==> config.mk <==
export PLATFORM = sky130hd
export DESIGN_NAME = rank_assign_with_duplicate_abort_core
export DESIGN_NICKNAME = d
export VERILOG_FILES = /design/src/rtl/core/rwa_pkg.sv /design/src/rtl/core/rank_assign_with_duplicate_abort_core.sv /design/src/rtl/core/rwa_ram.sv /design/src/rtl/core/rwa_select.sv
export SDC_FILE = /design/constraint.sdc
export NUM_CORES = 2
export LEC_CHECK = 0
export ABC_AREA = 1
export BUFFER_PORTS_ARGS = -buffer_cell sky130_fd_sc_hd__buf_2
export CORE_AREA = 2 2 433 521
export DETAILED_ROUTE_END_ITERATION = 12
export DIE_AREA = 0 0 435 523
export GPL_TIMING_DRIVEN = 0
export PLACE_DENSITY = 0.64
export SETUP_SLACK_MARGIN = 0.1
export SYNTH_ARGS = -nofsm -noshare
export SYNTH_HDL_FRONTEND = slang
export SYNTH_HIERARCHICAL = 1
export SYNTH_SLANG_ARGS = --single-unit
==> constraint.sdc <==
create_clock -name clk_i -period 5.95 [get_ports clk_i]
set_input_delay 0.595 -clock clk_i [delete_from_list [all_inputs] [get_ports clk_i]]
set_output_delay 0.595 -clock clk_i [all_outputs]
set_load 0.02 [all_outputs]
==> src/rtl/core/rwa_pkg.sv <==
// Shared types and constants for the rank assignment core.
`default_nettype none
package rwa_pkg;

  localparam int unsigned VALUE_W = 32;
  localparam int unsigned RANK_W  = 7;

  typedef enum logic [5:0] {
    S_LOAD    = 6'b000001,
    S_SCAN    = 6'b000010,
    S_WRITE   = 6'b000100,
    S_OUT_RD  = 6'b001000,
    S_OUT_CAP = 6'b010000,
    S_OUT_VLD = 6'b100000
  } state_e;

  // compare stage qualifiers
  typedef struct packed {
    logic vld;
    logic ranked;
  } cmp_t;

  // selection status at end of a scan
  typedef struct packed {
    logic found;
    logic dup;
  } sel_t;

endpackage
`default_nettype wire

==> src/rtl/core/rank_assign_with_duplicate_abort_core.sv <==
// Rank assignment core: loads a set, ranks it by repeated minimum scans, streams ranks out.
// Ranking: after the last word of an n-element set, ranking takes up to n+1 rounds (one pass
//   over the value RAM per round), then each result goes through S_OUT_RD, S_OUT_CAP and S_OUT_VLD.
// Throughput: one set at a time; a new set is not accepted until its last result is taken.
//   Input words are taken one per cycle while loading.
// Reset: clears control state, counters and ranked flags; RAM contents are not cleared.
`default_nettype none
module rank_assign_with_duplicate_abort_core #(
  parameter int unsigned MAX_ITEMS = 64
) (
  input  wire logic        clk_i,
  input  wire logic        rst_ni,
  input  wire logic        s_axis_tvalid_i,
  output logic             s_axis_tready_o,
  input  wire logic [31:0] s_axis_tdata_i,   // [31:0] value
  input  wire logic        s_axis_tlast_i,   // is_last
  output logic             m_axis_tvalid_o,
  input  wire logic        m_axis_tready_i,
  output logic      [7:0]  m_axis_tdata_o,   // [6:0] rank, [7] zero
  output logic      [1:0]  m_axis_tuser_o,   // [0] duplicate_abort, [1] overflow
  output logic             m_axis_tlast_o    // last_result
);

  localparam int unsigned IDX_W = (MAX_ITEMS > 1) ? $clog2(MAX_ITEMS) : 1;
  localparam int unsigned CNT_W = $clog2(MAX_ITEMS + 1);
  localparam int unsigned RW    = rwa_pkg::RANK_W;

  rwa_pkg::state_e      state_q, state_d;
  logic [CNT_W-1:0]     count_q, count_d;
  logic                 ovf_q, ovf_d;
  logic                 abort_q, abort_d;
  logic [RW-1:0]        round_q, round_d;
  logic [CNT_W-1:0]     rd_cnt_q, rd_cnt_d;
  logic                 cmp_vld_q, cmp_vld_d;
  logic [IDX_W-1:0]     cmp_idx_q, cmp_idx_d;
  logic [MAX_ITEMS-1:0] ranked_q, ranked_d;
  logic [IDX_W-1:0]     out_cnt_q, out_cnt_d;
  logic                 out_vld_q, out_vld_d;
  logic [RW-1:0]        out_rank_q, out_rank_d;
  logic                 out_last_q, out_last_d;

  logic                 s_acc;
  logic                 val_we, val_re, rank_we, rank_re;
  logic [IDX_W-1:0]     val_raddr;
  logic [rwa_pkg::VALUE_W-1:0] val_rdata;
  logic [RW-1:0]        rank_rdata;
  logic                 sel_clr;
  rwa_pkg::cmp_t        cmp;
  rwa_pkg::sel_t        sel;
  logic [IDX_W-1:0]     cand;

  assign s_axis_tready_o = (state_q == rwa_pkg::S_LOAD);
  assign s_acc           = s_axis_tvalid_i && s_axis_tready_o;

  assign val_we    = s_acc && (count_q < CNT_W'(MAX_ITEMS));
  assign val_re    = (state_q == rwa_pkg::S_SCAN) && (rd_cnt_q < count_q);
  assign val_raddr = rd_cnt_q[IDX_W-1:0];

  assign rank_we = (state_q == rwa_pkg::S_WRITE) && sel.found && !sel.dup;
  assign rank_re = (state_q == rwa_pkg::S_OUT_RD);

  assign sel_clr    = (state_q == rwa_pkg::S_LOAD) || (state_q == rwa_pkg::S_WRITE);
  assign cmp.vld    = cmp_vld_q;
  assign cmp.ranked = ranked_q[cmp_idx_q];

  rwa_ram #(
    .WIDTH (rwa_pkg::VALUE_W),
    .DEPTH (MAX_ITEMS),
    .AW    (IDX_W)
  ) u_value_ram (
    .clk_i   (clk_i),
    .we_i    (val_we),
    .waddr_i (count_q[IDX_W-1:0]),
    .wdata_i (s_axis_tdata_i),
    .re_i    (val_re),
    .raddr_i (val_raddr),
    .rdata_o (val_rdata)
  );

  rwa_ram #(
    .WIDTH (RW),
    .DEPTH (MAX_ITEMS),
    .AW    (IDX_W)
  ) u_rank_ram (
    .clk_i   (clk_i),
    .we_i    (rank_we),
    .waddr_i (cand),
    .wdata_i (round_q),
    .re_i    (rank_re),
    .raddr_i (out_cnt_q),
    .rdata_o (rank_rdata)
  );

  rwa_select #(
    .IDX_W (IDX_W)
  ) u_select (
    .clk_i  (clk_i),
    .rst_ni (rst_ni),
    .clr_i  (sel_clr),
    .cmp_i  (cmp),
    .idx_i  (cmp_idx_q),
    .data_i (val_rdata),
    .sel_o  (sel),
    .cand_o (cand)
  );

  always_comb begin
    state_d    = state_q;
    count_d    = count_q;
    ovf_d      = ovf_q;
    abort_d    = abort_q;
    round_d    = round_q;
    rd_cnt_d   = rd_cnt_q;
    cmp_vld_d  = val_re;
    cmp_idx_d  = val_raddr;
    ranked_d   = ranked_q;
    out_cnt_d  = out_cnt_q;
    out_vld_d  = out_vld_q;
    out_rank_d = out_rank_q;
    out_last_d = out_last_q;
    rd_cnt_d   = val_re ? rd_cnt_q + CNT_W'(1) : rd_cnt_q;
    case (state_q)
      rwa_pkg::S_LOAD: begin
        if (s_acc) begin
          if (val_we) begin
            count_d = count_q + CNT_W'(1);
          end else begin
            ovf_d = 1'b1;
          end
          if (s_axis_tlast_i) begin
            round_d  = RW'(1);
            rd_cnt_d = '0;
            state_d  = rwa_pkg::S_SCAN;
          end
        end
      end
      rwa_pkg::S_SCAN: begin
        if (cmp_vld_q && (CNT_W'(cmp_idx_q) + CNT_W'(1) == count_q)) begin
          state_d = rwa_pkg::S_WRITE;
        end
      end
      rwa_pkg::S_WRITE: begin
        rd_cnt_d = '0;
        if (sel.dup) begin
          abort_d   = 1'b1;
          out_cnt_d = '0;
          state_d   = rwa_pkg::S_OUT_RD;
        end else if (!sel.found) begin
          out_cnt_d = '0;
          state_d   = rwa_pkg::S_OUT_RD;
        end else begin
          ranked_d[cand] = 1'b1;
          round_d        = round_q + RW'(1);
          state_d        = rwa_pkg::S_SCAN;
        end
      end
      rwa_pkg::S_OUT_RD: begin
        state_d = rwa_pkg::S_OUT_CAP;
      end
      rwa_pkg::S_OUT_CAP: begin
        out_rank_d = ranked_q[out_cnt_q] ? rank_rdata : '0;
        out_last_d = (CNT_W'(out_cnt_q) + CNT_W'(1) == count_q);
        out_vld_d  = 1'b1;
        state_d    = rwa_pkg::S_OUT_VLD;
      end
      rwa_pkg::S_OUT_VLD: begin
        if (m_axis_tready_i) begin
          out_vld_d = 1'b0;
          if (out_last_q) begin
            count_d  = '0;
            ovf_d    = 1'b0;
            abort_d  = 1'b0;
            ranked_d = '0;
            state_d  = rwa_pkg::S_LOAD;
          end else begin
            out_cnt_d = out_cnt_q + IDX_W'(1);
            state_d   = rwa_pkg::S_OUT_RD;
          end
        end
      end
      default: begin
        state_d = rwa_pkg::S_LOAD;
      end
    endcase
  end

  always_ff @(posedge clk_i or negedge rst_ni) begin
    if (!rst_ni) begin
      state_q   <= rwa_pkg::S_LOAD;
      count_q   <= '0;
      ovf_q     <= 1'b0;
      abort_q   <= 1'b0;
      round_q   <= '0;
      rd_cnt_q  <= '0;
      cmp_vld_q <= 1'b0;
      ranked_q  <= '0;
      out_cnt_q <= '0;
      out_vld_q <= 1'b0;
    end else begin
      state_q   <= state_d;
      count_q   <= count_d;
      ovf_q     <= ovf_d;
      abort_q   <= abort_d;
      round_q   <= round_d;
      rd_cnt_q  <= rd_cnt_d;
      cmp_vld_q <= cmp_vld_d;
      ranked_q  <= ranked_d;
      out_cnt_q <= out_cnt_d;
      out_vld_q <= out_vld_d;
    end
  end

  always_ff @(posedge clk_i) begin
    cmp_idx_q  <= cmp_idx_d;
    out_rank_q <= out_rank_d;
    out_last_q <= out_last_d;
  end

  assign m_axis_tvalid_o = out_vld_q;
  assign m_axis_tdata_o  = {1'b0, out_rank_q};
  assign m_axis_tuser_o  = {ovf_q, abort_q};
  assign m_axis_tlast_o  = out_last_q;

endmodule
`default_nettype wire

==> src/rtl/core/rwa_ram.sv <==
// Simple dual-port synchronous RAM with registered read data.
`default_nettype none
module rwa_ram #(
  parameter int unsigned WIDTH = 32,
  parameter int unsigned DEPTH = 64,
  parameter int unsigned AW    = 6
) (
  input  wire logic             clk_i,
  input  wire logic             we_i,
  input  wire logic [AW-1:0]    waddr_i,
  input  wire logic [WIDTH-1:0] wdata_i,
  input  wire logic             re_i,
  input  wire logic [AW-1:0]    raddr_i,
  output logic      [WIDTH-1:0] rdata_o
);

  logic [WIDTH-1:0] mem [DEPTH];

  always_ff @(posedge clk_i) begin
    if (we_i) begin
      mem[waddr_i] <= wdata_i;
    end
    if (re_i) begin
      rdata_o <= mem[raddr_i];
    end
  end

endmodule
`default_nettype wire

==> src/rtl/core/rwa_select.sv <==
// Minimum selection and duplicate detection over one scan of the value store.
`default_nettype none
module rwa_select #(
  parameter int unsigned IDX_W = 6
) (
  input  wire logic                       clk_i,
  input  wire logic                       rst_ni,
  input  wire logic                       clr_i,
  input  wire rwa_pkg::cmp_t              cmp_i,
  input  wire logic [IDX_W-1:0]           idx_i,
  input  wire logic [rwa_pkg::VALUE_W-1:0] data_i,
  output rwa_pkg::sel_t                   sel_o,
  output logic      [IDX_W-1:0]           cand_o
);

  rwa_pkg::sel_t                sel_q, sel_d;
  logic [IDX_W-1:0]             cand_q, cand_d;
  logic [rwa_pkg::VALUE_W-1:0]  cv_q, cv_d;

  // ranked entries never tie with unranked ones, so they are skipped
  always_comb begin
    sel_d  = sel_q;
    cand_d = cand_q;
    cv_d   = cv_q;
    if (clr_i) begin
      sel_d = '0;
    end else if (cmp_i.vld && !cmp_i.ranked) begin
      if (!sel_q.found) begin
        sel_d.found = 1'b1;
        cand_d      = idx_i;
        cv_d        = data_i;
      end else if ($signed(data_i) < $signed(cv_q)) begin
        cand_d = idx_i;
        cv_d   = data_i;
      end else if (data_i == cv_q) begin
        sel_d.dup = 1'b1;
      end
    end
  end

  always_ff @(posedge clk_i or negedge rst_ni) begin
    if (!rst_ni) begin
      sel_q <= '0;
    end else begin
      sel_q <= sel_d;
    end
  end

  always_ff @(posedge clk_i) begin
    cand_q <= cand_d;
    cv_q   <= cv_d;
  end

  assign sel_o  = sel_q;
  assign cand_o = cand_q;

endmodule
`default_nettype wire

Word level (Yosys, flattened, before mapping). Memories as Yosys holds them, arrays and structs flattened. A register that Yosys moved wholly into a read port is not among the register bits. Cells that the tools add are included.

Memories: 2. Output and inout bits: 13. Input port bits: 37. Word-level logic and storage cells: 145. Bits in writable memories: 2496. Register bits: 155.

Equal/unequal tests: 23. Mux-type cells: 60. Order comparisons: 7. Reduce and logical (&&, ||, !) cells: 28. Add/subtract/negate cells: 6. Bitwise gates (word level): 2.

Memories: u_value_ram.mem (words 64, bits a word 32, rd ports 1, clocked after Yosys merged registers in 1, write ports 1, RTL line rwa_ram.sv:17) `logic [WIDTH-1:0] mem [DEPTH];`; u_rank_ram.mem (words 64, bits a word 7, rd ports 1, clocked after Yosys merged registers in 1, write ports 1, RTL line rwa_ram.sv:17).

Operator list (number): $mux W64 (4); $pmux W64 S2 (1); $mux W7 (11); $mux W32 (2); $or A64 B64 Y64 (1); $mux W6 (10); $pmux W7 S2 (3); $pmux W6 S6 (1); $eq A32 B32 Y1 (1); $lt A32 B32 Y1 (1); $add A7 B1 Y7 const B (3); $lt A6 B7 Y1 const B (3); $reduce_and A5 Y1 (4); $mux W1 (16); $reduce_and A4 Y1 (4); $add A6 B1 Y7 const B (2); $eq A7 B7 Y1 (2); $ne A2 B2 Y1 const B (7); $reduce_bool A2 Y1 (7); $bmux W1 S6 (2); $mux W4 (3); $ne A2 B1 Y1 const B (6); $pmux W6 S2 (1); $logic_and A1 B1 Y1 (8); 19 further kinds (23).

Logic depth before layout (Yosys ltp).
Word-level depth: 8. Depth in mapped cells: 16.

Modules after synthesis. Netlist, hierarchy kept.

By module, submodules not included: rwa_ram (u_value_ram) (area each 83058.4 um^2, sequential area each 62459.9 um^2, cells an instance 6769, times used 1); rwa_ram (u_rank_ram) (area each 18615.4 um^2, sequential area each 13663.1 um^2, cells an instance 1590, times used 1); rank_assign_with_duplicate_abort_core (area each 7036.7 um^2, sequential area each 2889.0 um^2, cells an instance 986, times used 1); rwa_select (area each 2154.6 um^2, sequential area each 1191.1 um^2, cells an instance 206, times used 1).

Worst setup path after synthesis. OpenSTA, ideal clock, no wires.

Path kind: reg2reg. Start: register state_q[4]. End: memory u_value_ram.mem[48][0], enable pin. Arrival time: 4.931 ns. Period minus slack after synthesis: 5.434 ns. Buffers on the path: 1. Setup time: 0.502 ns. Setup slack: 0.516 ns. Stages on the path, launching flop included: 11. Cell sequence: dfrtp_1 nor2_4 nand2_2 nor3_4 inv_2 nor2_1 nand2_1 inv_1 clkbuf_1 nand4_1 nor4_1.

Word-level cells in the longest chain between the ends: 5.

Ends and longest elaborated chain: from (decl) (RTL line rank_assign_with_duplicate_abort_core.sv:28) `rwa_pkg::state_e state_q, state_d;`; from (signal assigned) (RTL line rank_assign_with_duplicate_abort_core.sv:189) `state_q <= rwa_pkg::S_LOAD;`; from (signal assigned) (RTL line rank_assign_with_duplicate_abort_core.sv:200) `state_q <= state_d;`; $eq A6 B1 Y1 (RTL line rank_assign_with_duplicate_abort_core.sv:52) `assign s_axis_tready_o = (state_q == rwa_pkg::S_LOAD);`; via s_axis_tready_o (RTL line rank_assign_with_duplicate_abort_core.sv:14) `output logic s_axis_tready_o,`; $logic_and A1 B1 Y1 (RTL line rank_assign_with_duplicate_abort_core.sv:53) `assign s_acc = s_axis_tvalid_i && s_axis_tready_o;`; $logic_and A1 B1 Y1 (RTL line rank_assign_with_duplicate_abort_core.sv:55) `assign val_we = s_acc && (count_q < CNT_W'(MAX_ITEMS));`; via val_we (RTL line rank_assign_with_duplicate_abort_core.sv:43) `logic val_we, val_re, rank_we, rank_re;`; $mux W1 (RTL line rwa_ram.sv:20) `if (we_i) begin`; $mux W1 (implied by the code) (RTL line rwa_ram.sv:21) `mem[waddr_i] <= wdata_i;`; to (decl) (RTL line rwa_ram.sv:17).

The timed path passes the listed nets, and every way through them passes these cells.

Worst setup path after layout.
Start: register state_q[4]. End: memory u_value_ram.mem[50][13], enable pin.

Word-level cells in the longest chain between the ends: 5.

Ends and longest elaborated chain (RTL line): $eq A6 B1 Y1 (rank_assign_with_duplicate_abort_core.sv:52); $logic_and A1 B1 Y1 (rank_assign_with_duplicate_abort_core.sv:53); $logic_and A1 B1 Y1 (rank_assign_with_duplicate_abort_core.sv:55); via val_we (rank_assign_with_duplicate_abort_core.sv:43); $mux W1 (rwa_ram.sv:20); $mux W1 (implied by the code) (rwa_ram.sv:21).

The timed path passes the listed nets, and every way through them passes these cells.

==> results_tabular.tex <==
\begin{tabular}{lr}
\hline
Metric & Value \\
\hline
\multicolumn{2}{l}{\textbf{Global routing}} \\
Wire length of the first global-routing pass & 588 mm \\
Number of global-route vias before repair & 76,100 \\
GRT Total Usage & 0.372 \\
GRT Residual Overflow & 0 \\
Pin count of the biggest net entering global routing & 82 \\
Number of antenna violations at the first check in global routing & 45 \\
\multicolumn{2}{l}{\textbf{Die}} \\
I/O pins & 50 \\
Initial core utilization & 0.498 \\
Vertical die dimension & 523 µm \\
Die Outline Area & 0.228 mm² \\
Horizontal die dimension & 435 µm \\
Core area & 0.223 mm² \\
Number of core rows & 190 \\
\multicolumn{2}{l}{\textbf{Route}} \\
Routed vias/inst & 6.19 \\
1st-iter DRT viols & 11,800 \\
Total vias in the final route & 82,000 \\
Final routed DRC violation total & 0 \\
Remaining antenna violation count after routing & 0 \\
WL/cell & 32.5 µm \\
Detailed-router iteration count before antenna repair & 8 \\
Total wire length & 431 mm \\
\multicolumn{2}{l}{\textbf{Final layout}} \\
Fraction of layout instances using a drive strength above 1 & 0.110 \\
Leading cell types in the layout, fill and taps excluded & sky130\_fd\_sc\_hd\_\_nand2\_1, sky130\_fd\_sc\_hd\_\_edfxtp\_1, sky130\_fd\_sc\_hd\_\_nand3\_1, sky130\_fd\_sc\_hd\_\_buf\_2, sky130\_fd\_sc\_hd\_\_clkbuf\_16 \\
Area growth from synthesis to final layout & 14.6\% \\
Fillcell total & 18,500 \\
Utilization after layout & 0.571 \\
Most frequent standard cell in the layout excluding fill and tap cells & sky130\_fd\_sc\_hd\_\_nand2\_1 \\
Final net count & 10,100 \\
Count of non-filler cells in the finished layout & 13,300 \\
\multicolumn{2}{l}{\textbf{Yosys}} \\
Synthesized area & 0.111 mm² \\
Avg Inst Size Synth & 11.6 µm² \\
Combinational family with the most area after synthesis & simple AND/OR/NAND/NOR gates \\
Synth top area share & 0.699 \\
Yosys top cell by area & sky130\_fd\_sc\_hd\_\_edfxtp\_1 \\
Yosys cell types & 49 \\
Area fraction in and, or, nand and nor cells after synthesis & 0.227 \\
EDFF count, synth & 2,581 \\
Arithmetic-cell share of the synthesized area counting full adders, half adders and majority gates & 0.00485 \\
Synthesized-area fraction occupied by xor and xnor cells & 0.00134 \\
Synth Instances & 9,551 \\
Synthesis Warnings & 6 \\
Top post-synthesis cells by area & sky130\_fd\_sc\_hd\_\_edfxtp\_1, sky130\_fd\_sc\_hd\_\_nand3\_1, sky130\_fd\_sc\_hd\_\_nand2\_1, sky130\_fd\_sc\_hd\_\_dfrtp\_1, sky130\_fd\_sc\_hd\_\_buf\_2 \\
Synthesized net count & 9,631 \\
Share of synthesized area spent on multiplexers & 0 \\
Share of flip-flops with an asynchronous set or reset & 0.0383 \\
Top flip-flop cell by instance count after synthesis & sky130\_fd\_sc\_hd\_\_edfxtp\_1 \\
Complex-gate fraction of the synthesized area & 0.00965 \\
Synth Register Bits & 2,690 \\
Sequential element share of the synthesized area & 0.723 \\
\multicolumn{2}{l}{\textbf{Setup path}} \\
Crit path arrival time & 5.34 ns \\
Category of the most critical setup path & reg2reg \\
Required time at the endpoint of the critical path & 6.53 ns \\
Worst Path Max Fanout & 9 \\
Kind of launch point of the worst setup path & register \\
Critical Path Sink Type & register \\
\multicolumn{2}{l}{\textbf{Power and ir drop}} \\
Switching part of the total & 0.381 \\
Portion of total power attributed to combinational logic & 0.317 \\
Peak supply drop & 0.000348 V \\
Final total power & 56.2 mW \\
Power density normalized to cell area & 442 mW/mm² \\
Leakage power & 46.2 nW \\
Sequential group share of total power & 0.383 \\
P\_int & 34.8 mW \\
Fraction of power consumed by the clock network & 0.300 \\
Net switching power of the design & 21.4 mW \\
\multicolumn{2}{l}{\textbf{Timing}} \\
Relative slew margins & -0.0656 \\
Portion of the clock cycle consumed by the worst path in the final layout & 0.799 \\
Final setup TNS & 0 ns \\
Clk\_skew & 0.0449 ns \\
RSZ-0062 raised after global routing & no \\
Maximum clock rate & 210 MHz \\
Worst hold slack across all endpoints & 0.108 ns \\
Number of endpoints failing setup at the final stage & 0 \\
Total count of max-transition violations in the final report & 22 \\
Worst-Margin Slew & 1.60 ns \\
Hold violation count in the final report & 0 \\
Clock period minus final worst setup slack & 4.76 ns \\
\multicolumn{2}{l}{\textbf{Clocking}} \\
Number of cells upsized or downsized after cts & 0 \\
Maximum count of clock buffers along a single path & 4 \\
CTS tree & yes \\
TritonCTS Buffers & 275 \\
Clock slew at the register clock pins of the worst setup and hold paths & 0.06 ns \\
Clock network latency to the later pin of the worst-skew pair & 0.88 ns \\
Buffer count from post-CTS setup fixing & 0 \\
H-tree levels & 5 \\
Cell chosen for the clock root & sky130\_fd\_sc\_hd\_\_clkbuf\_16 \\
Number of sinks handled by clock tree synthesis & 2,690 \\
\multicolumn{2}{l}{\textbf{Placed design}} \\
PortBufs & 48 \\
Inst Count DP & 12,800 \\
Placer congestion estimate & 1.02 \\
DP Wirelength & 300 mm \\
\multicolumn{2}{l}{\textbf{Status}} \\
Outcome & finished with violations \\
Violations in the final reports & max-capacitance violations, max-slew violations \\
\multicolumn{2}{l}{\textbf{Worst hold path}} \\
Worst Hold Class & in2reg \\
\multicolumn{2}{l}{\textbf{Flow run}} \\
Max-cap viol count & 2 \\
\hline
\end{tabular}
[power groups by stage]
stage | sequential (mW) | clock, mW | combinational (mW)
CTS | 21.5 | 16.9 | 17.0
finish | 21.5 | 16.8 | 17.8
global placement | 22.0 | 0 | 16.6
detailed placement | 21.9 | 0 | 16.9
global route | 21.6 | 17.6 | 18.3
floorplan | 21.8 | 0 | 8.93
[layout make-up]
type,instances,area [µm²],share of cell area
Timing Repair Buffer,230,3330,0.0262
Sequential cell,2690,80200,0.631
Multi-Input combinational cell,6072,27400,0.216
Buffer,585,2980,0.0235
Antenna cell,29,72.6,0.000571
Inverter,204,776,0.00611
Clock buffer,343,7270,0.0573
Clock inverter,126,1220,0.00959
Tap cell,2976,3720,0.0293
[metal layers]
metal  GRT usage  share of wire  vias to the layer above
met4       0.272          0.087                       18
met1       0.451           0.34                    40000
li1            -              -                    34700
met5           0        0.00033                        -
met3      0.0864           0.12                     1420
met2       0.587           0.46                     5820
[critical path, cell delays in order, from the launching register on]
cell and delay (ns):
sky130_fd_sc_hd__dfrtp_1 0.45, sky130_fd_sc_hd__nor2_4 0.19, sky130_fd_sc_hd__nand2_2 0.10, sky130_fd_sc_hd__nor3_4 0.34, sky130_fd_sc_hd__inv_2 0.09, sky130_fd_sc_hd__nor2_1 0.10, sky130_fd_sc_hd__nand2_1 0.10, sky130_fd_sc_hd__inv_1 0.08
sky130_fd_sc_hd__clkbuf_1 0.31, sky130_fd_sc_hd__nand4_1 0.45, sky130_fd_sc_hd__nor4_2 0.92, sky130_fd_sc_hd__buf_6 0.26, sky130_fd_sc_hd__buf_4 0.20, sky130_fd_sc_hd__buf_4 0.23, sky130_fd_sc_hd__buf_4 0.22, sky130_fd_sc_hd__buf_4 0.21
sky130_fd_sc_hd__buf_4 0.19
[sequential cells by signal, summed over array words and instances (netlist names), 2 cells and up]
register and cells:
cmp_idx_q 6, count_q 7, out_cnt_q 6, out_rank_q 7, ranked_q 64, rd_cnt_q 7
round_q 7, state_q 6, u_rank_ram/mem 448, u_rank_ram/rdata_o 7, u_select/cand_o 6, u_select/cv_q 32
u_select/sel_o 2, u_value_ram/mem 2048, u_value_ram/rdata_o 32
[per-stage QoR]
step                      setup WS (ns)  instance area [µm²]
after floorplan                   0.516               111000
after global placement            -7.00               115000
after detailed placement           1.33               118000
final                              1.19               127000
after CTS                          1.30               127000
after global routing               1.01               127000
[timing repair]
| item | in CTS | in global routing |
|---|---|---|
| endpoints found under the hold margin | 97 | 0 |
| endpoints found under the setup margin | 0 | 0 |
| hold buffers | 4 | 0 |
[worst paths after layout]
kind                               startpoint                      end  slack (ns)  cells after the start
max in group asynchronous              rst_ni             ranked_q[26]        5.03                      3
min in group asynchronous              rst_ni             ranked_q[57]        0.17                      2
max                                state_q[4]  u_value_ram/mem[50][13]        1.19                     16
max reg2reg                        state_q[4]  u_value_ram/mem[50][13]        1.19                     16
min                        s_axis_tdata_i[20]  u_value_ram/mem[36][20]        0.11                      1
min reg2reg                      cmp_idx_q[2]       u_select/cand_o[2]        0.46                      0
[synth_stat cells, types with 2 or more instances]
cell type                   count
sky130_fd_sc_hd__nor2_4         4
sky130_fd_sc_hd__nor3_1        18
sky130_fd_sc_hd__o2111ai_1      2
sky130_fd_sc_hd__dfrtp_1      102
sky130_fd_sc_hd__inv_1        188
sky130_fd_sc_hd__nand2_2        7
sky130_fd_sc_hd__a21oi_1       87
sky130_fd_sc_hd__o211ai_1      11
sky130_fd_sc_hd__clkbuf_1     109
sky130_fd_sc_hd__o21ai_1        2
sky130_fd_sc_hd__buf_6         11
sky130_fd_sc_hd__nor2_1       231
sky130_fd_sc_hd__inv_4          2
sky130_fd_sc_hd__nand2_4        2
sky130_fd_sc_hd__xor2_1        16
sky130_fd_sc_hd__a21o_1         3
sky130_fd_sc_hd__inv_2         11
sky130_fd_sc_hd__buf_4         68
sky130_fd_sc_hd__nand4_1       42
sky130_fd_sc_hd__ha_1          43
sky130_fd_sc_hd__buf_2        340
sky130_fd_sc_hd__edfxtp_1    2581
sky130_fd_sc_hd__o21a_1        25
sky130_fd_sc_hd__buf_8          2
sky130_fd_sc_hd__o21ai_0       54
sky130_fd_sc_hd__clkinv_1       2
sky130_fd_sc_hd__a31oi_1        2
sky130_fd_sc_hd__buf_1         55
sky130_fd_sc_hd__nand3_1     2388
sky130_fd_sc_hd__nand2_1     3098
sky130_fd_sc_hd__dfxtp_1        6
sky130_fd_sc_hd__nor4_1        16
sky130_fd_sc_hd__nor2_2         5
sky130_fd_sc_hd__or2_2          3
[kinds of logic after synthesis]
group | Yosys count
simple gates | 5821
flops | 2690
buf+inv | 789
compound gates | 190
fa+ha+maj | 43
xor+xnor | 17
other cells | 1
Note: power is estimated with default switching activity, not from simulation.
